$ cat src/design/slrv_pkg.sv
package slrv_pkg;

    localparam int SAMPLE_W    = 16;
    localparam int VOL_W       = 7;
    localparam int CFG_IDX_W   = 2;

    localparam logic [CFG_IDX_W-1:0] CFG_STEP   = 2'd0;
    localparam logic [CFG_IDX_W-1:0] CFG_BYPASS = 2'd1;
    localparam logic [CFG_IDX_W-1:0] CFG_VOLUME = 2'd2;
    localparam logic [CFG_IDX_W-1:0] CFG_MUTE   = 2'd3;

    localparam logic [VOL_W-1:0] VOL_RESET = 7'd100;

    // results per source frame
    localparam int MAX_RESULTS = 16;
    localparam int CNT_W       = 5;

    // lane pipeline depth, issue register to output register
    localparam int LANE_LAT = 6;

    // |sample * volume| after dropping the fraction is below 2^23
    localparam int QUO_W     = 23;
    // floor(q / 100) = (q * ceil(2^30 / 100)) >> 30, exact for q < 2^23
    localparam int DIV_MUL_W = 24;
    localparam logic [DIV_MUL_W-1:0] DIV_MUL = 24'd10737419;
    localparam int DIV_SHIFT = 30;
    // quotient magnitude is at most 32768 * 127 / 100
    localparam int QUO_OUT_W = 17;

    localparam logic [QUO_OUT_W-1:0] SAT_POS_MAG = 17'd32767;
    localparam logic [QUO_OUT_W-1:0] SAT_NEG_MAG = 17'd32768;

    typedef struct packed {
        logic             en;
        logic [VOL_W-1:0] vol;
    } t_lane_ctl;

endpackage

$ cat src/design/slrv_lane.sv
// One channel: lerp, volume multiply, divide by 100*ONE toward zero, saturate.
module slrv_lane #(
    parameter int FRAC_BITS = 16
) (
    input  logic                                  i_clk,
    input  slrv_pkg::t_lane_ctl                   i_ctl,
    input  logic signed [slrv_pkg::SAMPLE_W-1:0]  i_prev,
    input  logic signed [slrv_pkg::SAMPLE_W-1:0]  i_cur,
    input  logic        [FRAC_BITS-1:0]           i_frac,
    output logic signed [slrv_pkg::SAMPLE_W-1:0]  o_sample
);

    localparam int SW     = slrv_pkg::SAMPLE_W;
    localparam int LERP_W = SW + FRAC_BITS + 2;
    localparam int NUM_W  = LERP_W + slrv_pkg::VOL_W + 1;
    localparam int QW     = slrv_pkg::QUO_W;
    localparam int PRD_W  = slrv_pkg::QUO_W + slrv_pkg::DIV_MUL_W;
    localparam int OW     = slrv_pkg::QUO_OUT_W;

    logic signed [SW:0]        w_diff;
    logic        [NUM_W-1:0]   w_mag;
    logic        [OW-1:0]      w_quo;
    logic        [OW-1:0]      w_neg;
    logic signed [SW-1:0]      n_out;

    logic signed [LERP_W-1:0]  r_prod;
    logic signed [SW-1:0]      r_prev_a;
    logic signed [LERP_W-1:0]  r_lerp;
    logic signed [NUM_W-1:0]   r_num;
    logic        [QW-1:0]      r_q;
    logic                      r_neg_d;
    logic        [PRD_W-1:0]   r_quo_prod;
    logic                      r_neg_e;
    logic signed [SW-1:0]      r_out;

    assign w_diff = (SW+1)'(i_cur) - (SW+1)'(i_prev);
    assign w_mag  = r_num[NUM_W-1] ? NUM_W'(-r_num) : NUM_W'(r_num);
    assign w_quo  = r_quo_prod[slrv_pkg::DIV_SHIFT +: OW];
    assign w_neg  = OW'(0) - w_quo;

    always_comb begin
        if (r_neg_e) begin
            if (w_quo > slrv_pkg::SAT_NEG_MAG) begin
                n_out = $signed(slrv_pkg::SAT_NEG_MAG[SW-1:0]);
            end else begin
                n_out = $signed(w_neg[SW-1:0]);
            end
        end else begin
            if (w_quo > slrv_pkg::SAT_POS_MAG) begin
                n_out = $signed(slrv_pkg::SAT_POS_MAG[SW-1:0]);
            end else begin
                n_out = $signed(w_quo[SW-1:0]);
            end
        end
    end

    always_ff @(posedge i_clk) begin
        if (i_ctl.en) begin
            // (cur - prev) * phase fraction
            r_prod     <= LERP_W'(w_diff) * LERP_W'($signed({1'b0, i_frac}));
            r_prev_a   <= i_prev;
            // prev * ONE + product
            r_lerp     <= (LERP_W'(r_prev_a) <<< FRAC_BITS) + r_prod;
            r_num      <= NUM_W'(r_lerp) * NUM_W'($signed({1'b0, i_ctl.vol}));
            // truncation toward zero works on the magnitude
            r_q        <= w_mag[FRAC_BITS +: QW];
            r_neg_d    <= r_num[NUM_W-1];
            r_quo_prod <= PRD_W'(r_q) * PRD_W'(slrv_pkg::DIV_MUL);
            r_neg_e    <= r_neg_d;
            r_out      <= n_out;
        end
    end

    assign o_sample = r_out;

endmodule

$ cat config.mk
export PLATFORM = sky130hd
export DESIGN_NAME = slrv_lane
export DESIGN_NICKNAME = d
export VERILOG_FILES = /design/src/design/slrv_pkg.sv /design/src/design/slrv_lane.sv
export SDC_FILE = /design/constraint.sdc
export NUM_CORES = 2
export LEC_CHECK = 0
export BUFFER_PORTS_ARGS = -buffer_cell sky130_fd_sc_hd__clkbuf_2
export CORE_MARGIN = 3
export CORE_UTILIZATION = 30
export DETAILED_ROUTE_END_ITERATION = 12
export PLACE_DENSITY_LB_ADDON = 0.25
export SETUP_SLACK_MARGIN = 0.1
export SYNTH_ARGS = -nofsm -noshare
export SYNTH_HDL_FRONTEND = slang
export SYNTH_SLANG_ARGS = --single-unit
$ cat constraint.sdc
create_clock -name i_clk -period 9.85 [get_ports i_clk]
set_input_delay 1.97 -clock i_clk [delete_from_list [all_inputs] [get_ports i_clk]]
set_output_delay 1.97 -clock i_clk [all_outputs]
set_load 0.05 [all_outputs]
==> flow_summary.json <==
{
  "status": "finished clean",
  "die_y_um": 352,
  "grt_max_degree": 72,
  "mostFrequentLayoutCells": "inv_1 (944), fa_1 (642), ha_1 (444), and2_1 (280), nand2_1 (260)",
  "synth_edf_count": 182,
  "rsz0062_at_grt": "yes",
  "worstSetupEndpointType": "flip-flop",
  "start_util_pct": 30.3,
  "htreeDepth": 4,
  "synth_seq_cells": 182,
  "area_delta_synth_final_pct": 11.8,
  "required_ns": 10.08,
  "drv_slew": 0,
  "cts_root_buf": "clkbuf_16",
  "drive_above_1_share_pct": 8.72,
  "fmax_mhz": 105,
  "async_reset_ff_share_pct": 0,
  "antenna_left": 0,
  "min_path_type": "reg -> reg",
  "insertion_delay_ns": 0.49,
  "place_ws_ns": -0.876,
  "fin_crit_sh_pct": 96.3,
  "drt-vias-per-instance": 4.39,
  "routed_wl_um": 81100,
  "cts_max_path_buffers": 2,
  "synth_cell_types": 64,
  "finClkSkew_ns": 0.0112,
  "tightestPinTransition_ns": 0.867,
  "rrSetupSlack_ns": 2.49,
  "grt_overflow": 0,
  "yosysTopAreaCell": "fa_1",
  "place_hpwl_um": 70700,
  "slew_headroom_pct": 42.2,
  "drt_iter0_markers": 735,
  "crit_fanout": 4,
  "path_class": "in -> reg",
  "finalWorstSetupSlack_ns": 0.361,
  "drt-pass1-iter-count": 4,
  "vias": 23700,
  "finalSetupViolCount": 0,
  "hold_buffers": 0,
  "setup_tns_ns": 0,
  "avgRoutedWirePerCell_um": 15.0,
  "antenna_found_initial": 3,
  "layout_commonest_cell": "inv_1",
  "clkTransAtPathRegs_ns": 0.08,
  "seq_area_frac_synth_pct": 15.3,
  "synthCells": 3642,
  "grt_pass1_wl_um": 137000,
  "cts.sinks": 182,
  "crit_arrival_ns": 9.72,
  "avgSynthCellArea_sq_um": 9.83,
  "slowest_stage": "or4b_2",
  "io_buffers": 72,
  "maxCapViolCount": 0,
  "die_x_um": 352,
  "design.core.area_sq_um": 118000,
  "cts_tree": "done",
  "critPathTopFamily": "adder cells",
  "io_pins": 73,
  "final-hold-violation-count": 0,
  "gp_congestion": 0.875,
  "place_area_sq_um": 39200,
  "netlist_area_sq_um": 35800,
  "synth_area_leaders": "fa_1 (36%), ha_1 (16%), edfxtp_1 (15%)",
  "drc": 0,
  "min_period_ns": 9.49,
  "max_stage_delay_ns": 0.67,
  "synth_top_area_share_pct": 36.2,
  "ys.warnings.count": 0,
  "dieArea_sq_um": 124000,
  "cts_buffers": 17,
  "groute.usage.overall_pct": 13.9,
  "grt_pass1_vias": 26200,
  "fp-row-count": 126,
  "synth_fp_nets": 4792,
  "synth_ff_type": "edfxtp_1",
  "crit_path_start_kind": "input port",
  "crit_buf_inv": 8,
  "fin_nets": 4992,
  "fin_area_sq_um": 40000
}
worst reg2reg max path: stages (launching register included):
cell and delay (ns):
edfxtp_1 0.58, fa_1 0.69, inv_1 0.08, fa_1 0.50
inv_1 0.05, fa_1 0.47, inv_1 0.06, fa_1 0.49
fa_1 0.54, fa_1 0.50, inv_1 0.05, fa_1 0.46
ha_1 0.35, a21oi_1 0.19, a21boi_0 0.14, a2111oi_0 0.38
a211oi_1 0.14, buf_4 0.18, a211oi_1 0.41, o21ai_0 0.30
a2111oi_0 0.53, a31oi_1 0.09, nand2_1 0.08
kinds of logic after synthesis:
group / after synthesis / share of synthesized area, %
adder cells (fa/ha/maj): 1098 / 51.9
buffers and inverters: 1018 / 10.7
AND/OR/NAND/NOR: 857 / 12.5
AO/OA/AOI/OAI: 356 / 6.44
flip-flops: 182 / 15.3
XOR/XNOR: 131 / 3.20
state kept, by name, summed over array words and instances, names as in the netlist:
signal / cells
r_prev_a: 16
r_lerp: 34
r_num: 40
r_prod: 34
o_sample: 16
r_q: 23
r_neg_d: 1
r_quo_prod: 17
r_neg_e: 1
cell type report:
class | instances | area [sq um]
flip-flops and latches | 182 | 5470
inverters | 944 | 3540
multi-input cells | 2442 | 26700
clock buffers | 18 | 429
diodes | 2 | 5.00
repair buffers | 255 | 1770
well taps | 1536 | 1920
clock inverters | 14 | 158
fillers | 12300 | 78200
layer usage:
metal	up-vias	part of all wire (%)	GRT usage, %
met2	214	49	24.5
li1	11700	-	-
met4	2	1.1	2.49
met1	11700	47	18.4
met5	-	0.016	0
met3	44	2.5	1.81
repair_timing:
item,in CTS,in global routing
endpoints found under the setup margin,4,7
gates cloned,0,0
resized for setup,10,42
pin swaps,1,23
buffers inserted,2,7
synth_stat cells (21+ instances only):
| cell | n |
|---|---|
| a21o_1 | 37 |
| a21oi_1 | 92 |
| and2_1 | 281 |
| and3_1 | 21 |
| clkbuf_1 | 68 |
| edfxtp_1 | 182 |
| fa_1 | 647 |
| ha_1 | 446 |
| inv_1 | 944 |
| nand2_1 | 262 |
| nand3_1 | 24 |
| nor2_1 | 91 |
| nor2b_1 | 41 |
| nor3_1 | 34 |
| o21ai_0 | 88 |
| xnor2_1 | 110 |
| xor2_1 | 21 |
metrics by stage:
step                      hold slack [ns]  util [%]  cells
final                               0.417      33.9   5393
after floorplan                     0.400         -   3642
after global routing                0.426      33.9   5391
after global placement              0.401      33.1   5350
after detailed placement            0.405      33.1   5350
after CTS                           0.421      33.6   5384
path summary, 6_finish.rpt:
kind	startpoint	end	cells past startpoint
max	i_prev[0]	r_prod[32]	34
min	r_prod[12]	r_lerp[12]	0
max reg2reg	r_q[5]	r_quo_prod[39]	22
min reg2reg	r_prod[12]	r_lerp[12]	0
Power is not shown: default switching activity piles up to over one toggle a cycle in this logic, so the estimate is an artifact.
